==> config.mk <==
export PLATFORM = sky130hd
export DESIGN_NAME = heater_onoff_with_run_pause_timers
export DESIGN_NICKNAME = d
export VERILOG_FILES = /design/src/rtl/hor_pkg.sv /design/src/rtl/hor_ctrl.sv /design/src/rtl/hor_dp.sv /design/src/rtl/heater_onoff_with_run_pause_timers.sv
export VERILOG_INCLUDE_DIRS = /design/src /design/src/rtl
export SDC_FILE = /design/constraint.sdc
export NUM_CORES = 1
export LEC_CHECK = 0
export ABC_AREA = 1
export ABC_CLOCK_PERIOD_IN_PS = 6400
export BUFFER_PORTS_ARGS = -buffer_cell sky130_fd_sc_hd__buf_2
export CELL_PAD_IN_SITES_DETAIL_PLACEMENT = 1
export CELL_PAD_IN_SITES_GLOBAL_PLACEMENT = 1
export CORE_MARGIN = 5
export CORE_UTILIZATION = 48
export DETAILED_ROUTE_END_ITERATION = 16
export GPL_TIMING_DRIVEN = 0
export PLACE_DENSITY_LB_ADDON = 0.1
export SYNTH_ARGS = -nofsm -noshare
export SYNTH_HDL_FRONTEND = slang
export SYNTH_SLANG_ARGS = --single-unit
==> constraint.sdc <==
create_clock -name i_clk -period 6.4 [get_ports i_clk]
set_input_delay 0.64 -clock i_clk [delete_from_list [all_inputs] [get_ports i_clk]]
set_output_delay 0.64 -clock i_clk [all_outputs]
set_load 0.05 [all_outputs]
==> src/rtl/heater_onoff_with_run_pause_timers_macros.svh <==
// Assertion helpers for the heater controller
`ifndef HEATER_ONOFF_WITH_RUN_PAUSE_TIMERS_MACROS_SVH
`define HEATER_ONOFF_WITH_RUN_PAUSE_TIMERS_MACROS_SVH

// same-cycle implication
`define HOR_ASSERT_NOW(lbl, ante, cons) \
    lbl: assert property (@(posedge i_clk) disable iff (!i_rst_n) (ante) |-> (cons)) \
        else $error("heater controller check failed");

// next-cycle implication
`define HOR_ASSERT_NEXT(lbl, ante, cons) \
    lbl: assert property (@(posedge i_clk) disable iff (!i_rst_n) (ante) |=> (cons)) \
        else $error("heater controller check failed");

`endif

==> src/rtl/hor_pkg.sv <==
package hor_pkg;

    localparam int ZONES        = 8;
    localparam int ZIDX_W       = (ZONES > 1) ? $clog2(ZONES) : 1;
    localparam int CFG_W        = 15;
    localparam int CNT_W        = 9;
    localparam int TEMP_W       = 16;
    localparam int MINUTE_UNITS = 100;
    // x / 100 == (x * 5243) >> 19 for every 15-bit x
    localparam int RECIP_100    = 5243;
    localparam int RECIP_SHIFT  = 19;
    localparam logic [CNT_W-1:0] COUNT_MAX = {CNT_W{1'b1}};

    localparam logic CMD_TICK = 1'b0;
    localparam logic CMD_EVAL = 1'b1;

    typedef enum logic [2:0] {
        CFG_ON_DELTA  = 3'd0,
        CFG_OFF_DELTA = 3'd1,
        CFG_MIN_RUN   = 3'd2,
        CFG_MAX_RUN   = 3'd3,
        CFG_PAUSE     = 3'd4
    } t_cfg_idx;

    typedef enum logic [1:0] {
        S_IDLE,
        S_EVAL,
        S_TICK
    } t_state;

    typedef struct packed {
        logic              capture;
        logic              eval_en;
        logic              tick_en;
        logic [ZIDX_W-1:0] tick_zone;
    } t_ctl_cmd;

    typedef struct packed {
        logic skip;
        logic out_free;
    } t_dp_sts;

    function automatic logic [CNT_W-1:0] div_minutes(input logic [CFG_W-1:0] x);
        logic [27:0] p;
        p = 28'(x) * 28'(RECIP_100);
        return p[RECIP_SHIFT +: CNT_W];
    endfunction

    function automatic logic [CNT_W-1:0] bump(input logic [CNT_W-1:0] v);
        return (v == COUNT_MAX) ? COUNT_MAX : v + 1'b1;
    endfunction

endpackage

==> src/rtl/hor_ctrl.sv <==
module hor_ctrl
    import hor_pkg::*;
(
    input  logic     i_clk,
    input  logic     i_rst_n,
    input  logic     i_valid,
    input  logic     i_command,
    output logic     o_ready,
    input  t_dp_sts  i_sts,
    output t_ctl_cmd o_cmd
);

    t_state            r_state, n_state;
    logic [ZIDX_W-1:0] r_cnt, n_cnt;

    always_ff @(posedge i_clk) begin
        if (!i_rst_n) begin
            r_state <= S_IDLE;
            r_cnt   <= '0;
        end else begin
            r_state <= n_state;
            r_cnt   <= n_cnt;
        end
    end

    always_comb begin
        n_state         = r_state;
        n_cnt           = r_cnt;
        o_ready         = 1'b0;
        o_cmd.capture   = 1'b0;
        o_cmd.eval_en   = 1'b0;
        o_cmd.tick_en   = 1'b0;
        o_cmd.tick_zone = r_cnt;
        unique case (r_state)
            S_IDLE: begin
                o_ready = 1'b1;
                n_cnt   = '0;
                if (i_valid) begin
                    o_cmd.capture = 1'b1;
                    n_state       = (i_command == CMD_EVAL) ? S_EVAL : S_TICK;
                end
            end
            S_EVAL: begin
                if (i_sts.skip) begin
                    n_state = S_IDLE;
                end else if (i_sts.out_free) begin
                    o_cmd.eval_en = 1'b1;
                    n_state       = S_IDLE;
                end
            end
            S_TICK: begin
                o_cmd.tick_en = 1'b1;
                if (r_cnt == ZIDX_W'(ZONES - 1)) begin
                    n_state = S_IDLE;
                end else begin
                    n_cnt = r_cnt + 1'b1;
                end
            end
            default: n_state = S_IDLE;
        endcase
    end

endmodule

==> src/rtl/hor_dp.sv <==
module hor_dp
    import hor_pkg::*;
(
    input  logic                     i_clk,
    input  logic                     i_rst_n,
    input  logic                     i_cfg_we,
    input  logic [2:0]               i_cfg_index,
    input  logic [CFG_W-1:0]         i_cfg_data,
    input  logic [2:0]               i_zone,
    input  logic signed [TEMP_W-1:0] i_measured_temp,
    input  logic signed [TEMP_W-1:0] i_target_temp,
    input  logic                     i_manual_mode,
    input  t_ctl_cmd                 i_cmd,
    output t_dp_sts                  o_sts,
    output logic                     o_valid,
    input  logic                     i_ready,
    output logic [2:0]               o_out_zone,
    output logic                     o_heater_on,
    output logic [CFG_W-1:0]         o_run_time_report
);

    logic [CFG_W-1:0] r_on_delta, r_off_delta;
    logic [CNT_W-1:0] r_min_q, r_max_q, r_pause_q;

    logic [2:0]               r_zone;
    logic signed [TEMP_W-1:0] r_meas, r_targ;
    logic                     r_manual;

    logic             r_on    [ZONES];
    logic [CNT_W-1:0] r_run   [ZONES];
    logic [CNT_W-1:0] r_pause [ZONES];

    logic             r_out_valid;
    logic [2:0]       r_out_zone;
    logic             r_out_on;
    logic [CFG_W-1:0] r_out_rpt;

    logic [ZIDX_W-1:0]      sel;
    logic                   c_on;
    logic [CNT_W-1:0]       c_run, c_pause;
    logic signed [TEMP_W:0] meas_x, targ_x;
    logic [TEMP_W:0]        deficit, excess;
    logic                   pos, on_hit, off_hit;
    logic                   e_on, t_on, w_on;
    logic [CNT_W-1:0]       e_run, e_pause, t_run, t_pause, w_run, w_pause;
    logic [15:0]            rpt;

    always_ff @(posedge i_clk) begin
        if (!i_rst_n) begin
            r_on_delta  <= '0;
            r_off_delta <= '0;
            r_min_q     <= '0;
            r_max_q     <= '0;
            r_pause_q   <= '0;
        end else if (i_cfg_we) begin
            unique case (t_cfg_idx'(i_cfg_index))
                CFG_ON_DELTA:  r_on_delta  <= i_cfg_data;
                CFG_OFF_DELTA: r_off_delta <= i_cfg_data;
                CFG_MIN_RUN:   r_min_q     <= div_minutes(i_cfg_data);
                CFG_MAX_RUN:   r_max_q     <= div_minutes(i_cfg_data);
                CFG_PAUSE:     r_pause_q   <= div_minutes(i_cfg_data);
                default: ;
            endcase
        end
    end

    always_ff @(posedge i_clk) begin
        if (i_cmd.capture) begin
            r_zone   <= i_zone;
            r_meas   <= i_measured_temp;
            r_targ   <= i_target_temp;
            r_manual <= i_manual_mode;
        end
    end

    assign o_sts.skip     = r_manual || (int'(r_zone) >= ZONES);
    assign o_sts.out_free = !r_out_valid || i_ready;

    assign sel     = i_cmd.tick_en ? i_cmd.tick_zone : ZIDX_W'(r_zone);
    assign c_on    = r_on[sel];
    assign c_run   = r_run[sel];
    assign c_pause = r_pause[sel];

    // evaluate
    always_comb begin
        meas_x  = (TEMP_W+1)'(r_meas);
        targ_x  = (TEMP_W+1)'(r_targ);
        deficit = '0;
        excess  = '0;
        if (r_meas < r_targ) begin
            deficit = unsigned'(targ_x - meas_x);
        end else begin
            excess = unsigned'(meas_x - targ_x);
        end
        pos     = !r_meas[TEMP_W-1] && (r_meas != '0);
        on_hit  = ((TEMP_W+1)'(r_on_delta) <= deficit) && (c_pause == '0);
        off_hit = ((TEMP_W+1)'(r_off_delta) <= excess) && (c_run >= r_min_q);
        e_on    = c_on;
        e_run   = c_run;
        e_pause = c_pause;
        if (pos) begin
            if (on_hit) begin
                e_on    = 1'b1;
                e_pause = bump(c_pause);
            end
            if (off_hit) begin
                e_on    = 1'b0;
                e_run   = '0;
                e_pause = CNT_W'(1);
            end
        end
        rpt = 16'({e_run, 6'b0}) + 16'({e_run, 5'b0}) + 16'({e_run, 2'b0});
    end

    // one-minute tick
    always_comb begin
        t_on    = c_on;
        t_run   = c_run;
        t_pause = c_pause;
        if (c_on) begin
            if (c_run >= r_max_q) begin
                t_on    = 1'b0;
                t_run   = '0;
                t_pause = CNT_W'(1);
            end else begin
                t_run = bump(c_run);
            end
        end
        if (!t_on) begin
            if (t_pause >= r_pause_q) begin
                t_pause = '0;
            end else if (t_pause != '0) begin
                t_pause = bump(t_pause);
            end
        end
    end

    assign w_on    = i_cmd.tick_en ? t_on    : e_on;
    assign w_run   = i_cmd.tick_en ? t_run   : e_run;
    assign w_pause = i_cmd.tick_en ? t_pause : e_pause;

    always_ff @(posedge i_clk) begin
        if (!i_rst_n) begin
            for (int z = 0; z < ZONES; z++) begin
                r_on[z]    <= 1'b0;
                r_run[z]   <= '0;
                r_pause[z] <= CNT_W'(1);
            end
        end else if (i_cmd.tick_en || i_cmd.eval_en) begin
            r_on[sel]    <= w_on;
            r_run[sel]   <= w_run;
            r_pause[sel] <= w_pause;
        end
    end

    always_ff @(posedge i_clk) begin
        if (!i_rst_n) begin
            r_out_valid <= 1'b0;
        end else if (i_cmd.eval_en) begin
            r_out_valid <= 1'b1;
        end else if (i_ready) begin
            r_out_valid <= 1'b0;
        end
    end

    always_ff @(posedge i_clk) begin
        if (i_cmd.eval_en) begin
            r_out_zone <= r_zone;
            r_out_on   <= e_on;
            r_out_rpt  <= rpt[CFG_W-1:0];
        end
    end

    assign o_valid           = r_out_valid;
    assign o_out_zone        = r_out_zone;
    assign o_heater_on       = r_out_on;
    assign o_run_time_report = r_out_rpt;

endmodule

==> src/rtl/heater_onoff_with_run_pause_timers.sv <==
// On/off heater controller for eight zones with run and re-enable pause timers.
// Input channel (i_valid/o_ready): i_command 0 is a one-minute tick for all
// zones, 1 evaluates zone i_zone against i_measured_temp and i_target_temp.
// An evaluate with i_manual_mode set, and every tick, returns no item.
// Output channel (o_valid/i_ready): one item per evaluation, zone, heater state
// and run minutes times 100, held in an output register.
// Configuration: i_cfg_we writes i_cfg_data to register i_cfg_index (0 on_delta,
// 1 off_delta, 2 min run, 3 max run, 4 pause); write only while idle.
// Timing: an evaluate is accepted in S_IDLE and, once the output register is free,
// written to it from S_EVAL, which raises o_valid; a tick sweeps the zone state
// one zone per cycle in S_TICK, then the block is ready again. No new item is
// taken before S_IDLE, set by the single read/write port on the per-zone state.
// The next item is taken while a result still waits in the output register;
// an evaluate then waits until that result is taken.
// Reset (synchronous, active low): all zones off, run 0, pause 1, registers 0,
// output empty.
`include "heater_onoff_with_run_pause_timers_macros.svh"

module heater_onoff_with_run_pause_timers
    import hor_pkg::*;
(
    input  logic                     i_clk,
    input  logic                     i_rst_n,
    input  logic                     i_cfg_we,
    input  logic [2:0]               i_cfg_index,
    input  logic [CFG_W-1:0]         i_cfg_data,
    input  logic                     i_valid,
    output logic                     o_ready,
    input  logic                     i_command,
    input  logic [2:0]               i_zone,
    input  logic signed [TEMP_W-1:0] i_measured_temp,
    input  logic signed [TEMP_W-1:0] i_target_temp,
    input  logic                     i_manual_mode,
    output logic                     o_valid,
    input  logic                     i_ready,
    output logic [2:0]               o_out_zone,
    output logic                     o_heater_on,
    output logic [CFG_W-1:0]         o_run_time_report
);

    t_ctl_cmd cmd;
    t_dp_sts  sts;

    hor_ctrl u_ctrl (
        .i_clk     (i_clk),
        .i_rst_n   (i_rst_n),
        .i_valid   (i_valid),
        .i_command (i_command),
        .o_ready   (o_ready),
        .i_sts     (sts),
        .o_cmd     (cmd)
    );

    hor_dp u_dp (
        .i_clk             (i_clk),
        .i_rst_n           (i_rst_n),
        .i_cfg_we          (i_cfg_we),
        .i_cfg_index       (i_cfg_index),
        .i_cfg_data        (i_cfg_data),
        .i_zone            (i_zone),
        .i_measured_temp   (i_measured_temp),
        .i_target_temp     (i_target_temp),
        .i_manual_mode     (i_manual_mode),
        .i_cmd             (cmd),
        .o_sts             (sts),
        .o_valid           (o_valid),
        .i_ready           (i_ready),
        .o_out_zone        (o_out_zone),
        .o_heater_on       (o_heater_on),
        .o_run_time_report (o_run_time_report)
    );

    `HOR_ASSERT_NOW(a_no_overwrite, cmd.eval_en, !o_valid || i_ready)
    `HOR_ASSERT_NEXT(a_busy_after_accept, cmd.capture, !o_ready)
    `HOR_ASSERT_NOW(a_out_from_eval, $rose(o_valid), $past(cmd.eval_en))

endmodule
## Word-level counts from Yosys, hierarchy flattened

Memory sizes are Yosys's and may differ from the RTL's.
Index checks and enable logic that the tools add are counted.

- Flip-flop bits (word level): 118
- Latch bits: 0
- RAM bits: 152
- Memory bits (read-only): 0
- Input port bits: 60
- Output and inout bits: 21
- Word-level logic and storage cells: 127
- Memories kept: 3

Memories:

| name | depth | bits a word | rd ports | clocked after Yosys merged registers in | wr ports | RTL line | RTL |
|---|---|---|---|---|---|---|---|
| u_dp.r_pause | 8 | 9 | 1 | 0 | 8 | hor_dp.sv:31 | `logic [CNT_W-1:0] r_pause [ZONES];` |
| u_dp.r_run | 8 | 9 | 1 | 0 | 8 | hor_dp.sv:30 | `logic [CNT_W-1:0] r_run [ZONES];` |
| u_dp.r_on | 8 | 1 | 1 | 0 | 8 | hor_dp.sv:29 | `logic r_on [ZONES];` |

- Add/subtract/negate cells: 8
- $mul: 1
- Div/mod/pow operators: 0
- Order comparisons: 6
- Equal/unequal tests: 14
- Shift operators: 0
- Muxes and demuxes: 56
- Bitwise gates (word level): 0
- Reduce and logical (&&, ||, !) cells: 24

Operators by type and width:

| cell | number |
|---|---|
| $mux 9 | 19 |
| $le 15x17->1 | 2 |
| $mux 17 | 2 |
| $sub 16x16->17 | 2 |
| $mul 15x13->28 const B | 1 |
| $add 9x1->9 const B | 3 |
| $eq 9x9->1 const B | 3 |
| $ge 9x9->1 | 3 |
| $mux 1 | 23 |
| $reduce_or 9->1 | 2 |
| $lt 16x16->1 | 1 |
| $reduce_bool 16->1 | 1 |
| $add 15x11->15 | 1 |
| $add 15x14->15 | 1 |
| $mux 3 | 5 |
| $reduce_and 2->1 | 6 |
| $mux 2 | 5 |
| $logic_not 9->1 | 1 |
| $reduce_bool 9->1 | 1 |
| $eq 3x2->1 const B | 2 |
| $eq 3x3->1 const B | 2 |
| $pmux 2 s3 | 1 |
| $pmux 3 s2 | 1 |
| $ne 2x2->1 const B | 2 |
| other kinds (14) | 19 |

## Longest topological paths before layout

An unclocked memory read counts as a cell.

- Depth after elaboration: 14
- Mapped depth: 43
- Depth with buffers taken out: 40

## Modules after synthesis

A second synthesis with hierarchy kept.

- Cell total of the unflattened synthesis: 2428
- Area total of the unflattened synthesis: 20364.5 sq um

Modules (own cells, without submodules):

| module | times used | cells each | area an instance (sq um) | sequential area each (sq um) |
|---|---|---|---|---|
| hor_dp | 1 | 2386 | 20086.8 | 7236.9 |
| hor_ctrl | 1 | 42 | 277.8 | 100.1 |

## Worst setup path after synthesis

OpenSTA, ideal clock, no wires.

- Path kind: register -> register
- Start: register u_dp.r_meas[15]
- End: register u_dp.r_out_rpt[14], in the netlist u_dp.o_run_time_report[14], data pin
- Setup time: 258 ps
- Arrival: 5429 ps
- Data required time: 6142 ps
- Slack: 713 ps
- Cell stages (with the launch flop): 38
- Buffers on the path: 3
- Clock period less this slack: 5687 ps
- Path through: edfxtp_1 > ha_1 > clkbuf_1 > inv_1 > nor2_1 > inv_1 > nor2_1 > nand4_1 > nand4_1 > nand2_1 > inv_1 > clkbuf_1 > nand3_1 > ha_1 > nand2_1 > nor3_1 > nand2_1 > nand4_1 > (+2 left out) > nand2_1 > nand2_1 > nand3_1 > nand3_1 > buf_2 > nand2_1 > fa_1 > inv_1 > ha_1 > inv_1 > fa_1 > o21ai_0 > a21oi_1 > nor2_1 > nor2_1 > o21ai_0 > a21oi_1 > xnor2_1

- Word-level cells in the longest chain between the ends: 8
- Elaborated cells between the ends (all ways): 12
- Classes of those cells: add/sub (3); order compare (2); mux (3); reduce/logical (4)

RTL lines:

| item | RTL line | RTL |
|---|---|---|
| start, declared | hor_dp.sv:26 | `logic signed [TEMP_W-1:0] r_meas, r_targ;` |
| start signal, assigned | hor_dp.sv:70 | `r_meas <= i_measured_temp;` |
| $sub 16x16->17 or $lt 16x16->1 (tied branches) | hor_dp.sv:93, hor_dp.sv:90 |  |
| $mux 17 | hor_dp.sv:90 | `if (r_meas < r_targ) begin` |
| $le 15x17->1 | hor_dp.sv:97 | `off_hit = ((TEMP_W+1)'(r_off_delta) <= excess) && (c_run >= r_min_q);` |
| $logic_and 1x1->1 | hor_dp.sv:97 |  |
| $mux 9 | hor_dp.sv:106 | `if (off_hit) begin` |
| $mux 9 * | hor_dp.sv:101 | `if (pos) begin` |
| $add 15x14->15 | hor_dp.sv:112 | `rpt = 16'({e_run, 6'b0}) + 16'({e_run, 5'b0}) + 16'({e_run, 2'b0});` |
| $add 15x11->15 * | hor_dp.sv:112 |  |
| net u_dp.rpt[14] | hor_dp.sv:46 | `logic [15:0] rpt;` |
| end signal, assigned | hor_dp.sv:170 | `r_out_rpt <= rpt[CFG_W-1:0];` |
| end, declared | hor_dp.sv:36 | `logic [CFG_W-1:0] r_out_rpt;` |

Mark *: on every way through the listed nets, which the timed path passes. The rest lies on a longest branch.
A chain may end at the register's enable or synchronous reset.

## Final worst setup path

- Start: register u_dp.r_meas[15]
- End: register u_dp.r_out_rpt[13], in the netlist u_dp.o_run_time_report[13], data pin

- Word-level cells in the longest chain between the ends: 8
- Elaborated cells between the ends (all ways): 12
- Classes of those cells: add/sub (3); order compare (2); mux (3); reduce/logical (4)

RTL lines:

| item | RTL line | RTL |
|---|---|---|
| $sub 16x16->17 or $lt 16x16->1 (tied branches) | hor_dp.sv:93, hor_dp.sv:90 |  |
| $mux 17 | hor_dp.sv:90 |  |
| $le 15x17->1 | hor_dp.sv:97 |  |
| $logic_and 1x1->1 | hor_dp.sv:97 |  |
| $mux 9 | hor_dp.sv:106 |  |
| $mux 9 * | hor_dp.sv:101 |  |
| net u_dp.e_run[2] | hor_dp.sv:45 | `logic [CNT_W-1:0] e_run, e_pause, t_run, t_pause, w_run, w_pause;` |
| $add 15x14->15 | hor_dp.sv:112 |  |
| $add 15x11->15 * | hor_dp.sv:112 |  |
| net u_dp.rpt[13] | hor_dp.sv:46 |  |

Marks and branches as above.

==> impl_metrics.py <==
metrics = {
    "status": {
        "outcome": "completed",
    },
    "global_routing": {
        "overflow": 0,
        "grt_pass1_wl_mm": 98.7,
        "grt_max_degree": 35,
        "grt_pass1_vias": 18100,
        "track_usage_pct": 27.5,
        "grt_antenna_before_repair": 2,
    },
    "worst_setup_path": {
        "critPathKind": "reg2reg",
        "arrival_ns": 6.37,
        "cp_max_fo": 10,
        "required_ns": 6.75,
        "endpoint_kind": "flip-flop",
        "cpMostUsedCell": "nand2_1",
        "rrSetupSlack_ns": 0.38,
        "start_kind": "flip-flop",
        "cpPeakStageDelay_ns": 0.45,
        "cp_slowest_cell": "edfxtp_1",
    },
    "floorplan": {
        "coreArea_um2": 40900,
        "ios": 81,
        "num_rows": 74,
        "die_height_um": 213,
        "fp.dieW_um": 213,
        "start_util_pct": 48.6,
        "die-area_um2": 45600,
    },
    "route": {
        "drtIter0Drc": 1027,
        "vias": 16900,
        "ant_nets": 0,
        "wl_per_cell_um": 20.6,
        "drt-vias-per-instance": 5.52,
        "wl_mm": 63.0,
        "firstDrtPassIters": 6,
        "drc": 0,
    },
    "cts": {
        "clockRootBuffer": "clkbuf_16",
        "clock_latency_ns": 0.60,
        "clockBufferDepth": 3,
        "cts_tree": "done",
        "clk_transition_reported_paths_ns": 0.06,
        "clock-sinks": 268,
        "cts_buffers": 31,
        "htreeDepth": 1,
    },
    "placement": {
        "io_buffer_count": 77,
        "place_congestion": 0.890,
        "dp_hpwl_mm": 48.8,
        "dp_cells": 2994,
        "place_area_um2": 21000,
    },
    "sta": {
        "fin_skew_ns": 0.0305,
        "finalCritPeriodShare_pct": 94.0,
        "fin_crit_ns": 6.02,
        "slew_viol_final": 0,
        "fin_setup_tns_ns": 0,
        "tightest_slew_ns": 1.21,
        "max_freq_mhz": 166,
        "slew_headroom_pct": 18.8,
        "finalHoldViolations": 0,
        "setup_violations": 0,
    },
    "yosys": {
        "synth_area_um2": 19900,
        "yosysSeqAreaShare_pct": 36.9,
        "ys_top_cells_by_count": "nand2_1, inv_1, ha_1",
        "ys_top_cells_by_area": "edfxtp_1, ha_1, nand2_1",
        "yosys_warnings": 0,
        "synth_flop_cell": "edfxtp_1",
        "postSynthAreaPerCell_um2": 8.34,
        "synth_most_common_cell": "nand2_1",
        "synth_edf_count": 197,
        "synthCells": 2382,
        "synth_area_leader_cell": "edfxtp_1",
        "synth_top_area_share_pct": 29.8,
        "ys_seq_elements": 268,
        "synthDistinctLibCells": 52,
        "synth-async-reset-ratio_pct": 0,
    },
    "final_layout": {
        "area_growth_pct": 11.2,
        "fillerInstances": 5020,
        "finalNonFillerCells": 3057,
        "final_nets": 2845,
        "final_area_um2": 22100,
        "diodes": 0,
        "drive_gt1_share_pct": 11.3,
    },
    "power_and_ir_drop": {
        "ir_worst_vdd_mv": 0.254,
        "p_leak_uw": 0.0105,
        "powerDensity_nw_per_um2": 331,
    },
    "hold_path": {
        "hold_class": "in2reg",
    },
    "flow_run": {
        "cap_violations": 0,
    },
}
[final timing paths]
check / cells past startpoint / end / startpoint
min: 1 / u_dp.r_meas[0] / i_measured_temp[0]
max reg2reg: 39 / u_dp.o_run_time_report[13] / u_dp.r_meas[15]
max: 39 / u_dp.o_run_time_report[13] / u_dp.r_meas[15]
min reg2reg: 2 / u_dp.r_on[5] / u_dp.r_on[5]
[power by group]
| group | internal (µW) | switching [µW] | leakage (µW) |
|---|---|---|---|
| clock | 1000 | 738 | 0.000488 |
| combinational | 1190 | 2370 | 0.00744 |
| sequential | 1980 | 38.4 | 0.00254 |
[sequential cells by signal, indices dropped and copies added, names as in the netlist]
name	cells
u_dp.r_max_q	9
u_dp.r_off_delta	15
u_ctrl.r_state	2
u_dp.r_pause	72
u_dp.r_run	72
u_dp.r_zone	3
u_dp.r_targ	16
u_dp.r_on	8
u_dp.o_heater_on	1
u_dp.o_out_zone	3
u_ctrl.r_cnt	3
u_dp.o_run_time_report	13
u_dp.r_manual	1
u_dp.r_min_q	9
u_dp.r_pause_q	9
u_dp.r_meas	16
u_dp.o_valid	1
u_dp.r_on_delta	15
[per-layer routing]
metal  part of all wire [%]  global-route usage (%)  vias to the layer above
li1                       -                       -                     8030
met2                     52                    51.0                      387
met1                     41                    34.0                     8355
met5                  0.022                       0                        -
met3                    4.4                    3.19                      112
met4                    3.0                    7.81                        2
[metrics by stage]
step                worst slack, ns  util (%)  total power, µW  hold slack, ns
floorplan                     0.713         -             4470           0.435
global placement             -0.653      51.1             5330           0.464
detailed placement           -0.795      51.2             5520           0.466
CTS                          0.0145      53.7             7300           0.190
global route                -0.0683      54.0             7870           0.195
finish                        0.383      54.0             7310           0.218
[final cells by class]
cell class / count / area (µm²) / area share, %
repair buffers: 85 / 465 / 2.11
clock buffers: 49 / 898 / 4.07
multi-input cells: 1690 / 10900 / 49.4
clock inverters: 9 / 86.3 / 0.391
plain buffers: 61 / 364 / 1.65
well taps: 532 / 666 / 3.01
flip-flops and latches: 268 / 7340 / 33.2
inverters: 363 / 1370 / 6.19
[logic make-up (layout without fill, tap and decap cells)]
| family | Yosys count | count (layout) | share of synthesized area [%] |
|---|---|---|---|
| compound gates | 352 | 352 | 9.97 |
| other cells | 1 | 2 | 0.0189 |
| fa+ha+maj | 285 | 285 | 20.7 |
| flops | 268 | 268 | 36.9 |
| xor+xnor | 25 | 25 | 1.10 |
| buf+inv | 425 | 567 | 8.63 |
| simple gates | 1026 | 1026 | 22.6 |
[worst max-delay path, delay by kind of cell, from the launching register on]
kind | cells | cell delay, ns
simple gates | 20 | 2.07
compound gates | 7 | 1.03
xor+xnor | 1 | 0.14
fa+ha+maj | 4 | 1.31
flops | 1 | 0.45
buf+inv | 7 | 0.77
[layout by cell type, fill, tap and decap left out, types with 8 or more instances in the layout]
cell | synthesis | final
a21oi_1 | 191 | 188
and2_1 | 8 | 8
buf_2 | 14 | 89
buf_4 | 8 | 14
buf_6 | 9 | 11
clkbuf_1 | 29 | 37
clkbuf_16 | 0 | 31
clkinv_1 | 6 | 8
dfxtp_1 | 71 | 71
edfxtp_1 | 197 | 197
fa_1 | 74 | 74
ha_1 | 211 | 209
inv_1 | 349 | 346
inv_2 | 7 | 9
nand2_1 | 592 | 589
nand2_2 | 22 | 24
nand2_4 | 10 | 11
nand3_1 | 112 | 110
nand3_2 | 12 | 14
nand4_1 | 22 | 22
nor2_1 | 194 | 187
nor2_2 | 12 | 18
nor2_4 | 9 | 10
o211ai_1 | 23 | 23
o21ai_0 | 79 | 75
o21ai_1 | 9 | 12
o21bai_1 | 12 | 11
or2_2 | 8 | 8
xor2_1 | 21 | 21
[what timing repair did]
item                                    4_1_cts  5_1_grt
setup buffers                                 0        6
hold endpoints to repair                      0        0
pin swaps                                     0        4
resized for setup                            11       27
endpoints found under the setup margin        8       52
hold buffers                                  0        0
No activity file was read; power rests on OpenSTA's default activity.
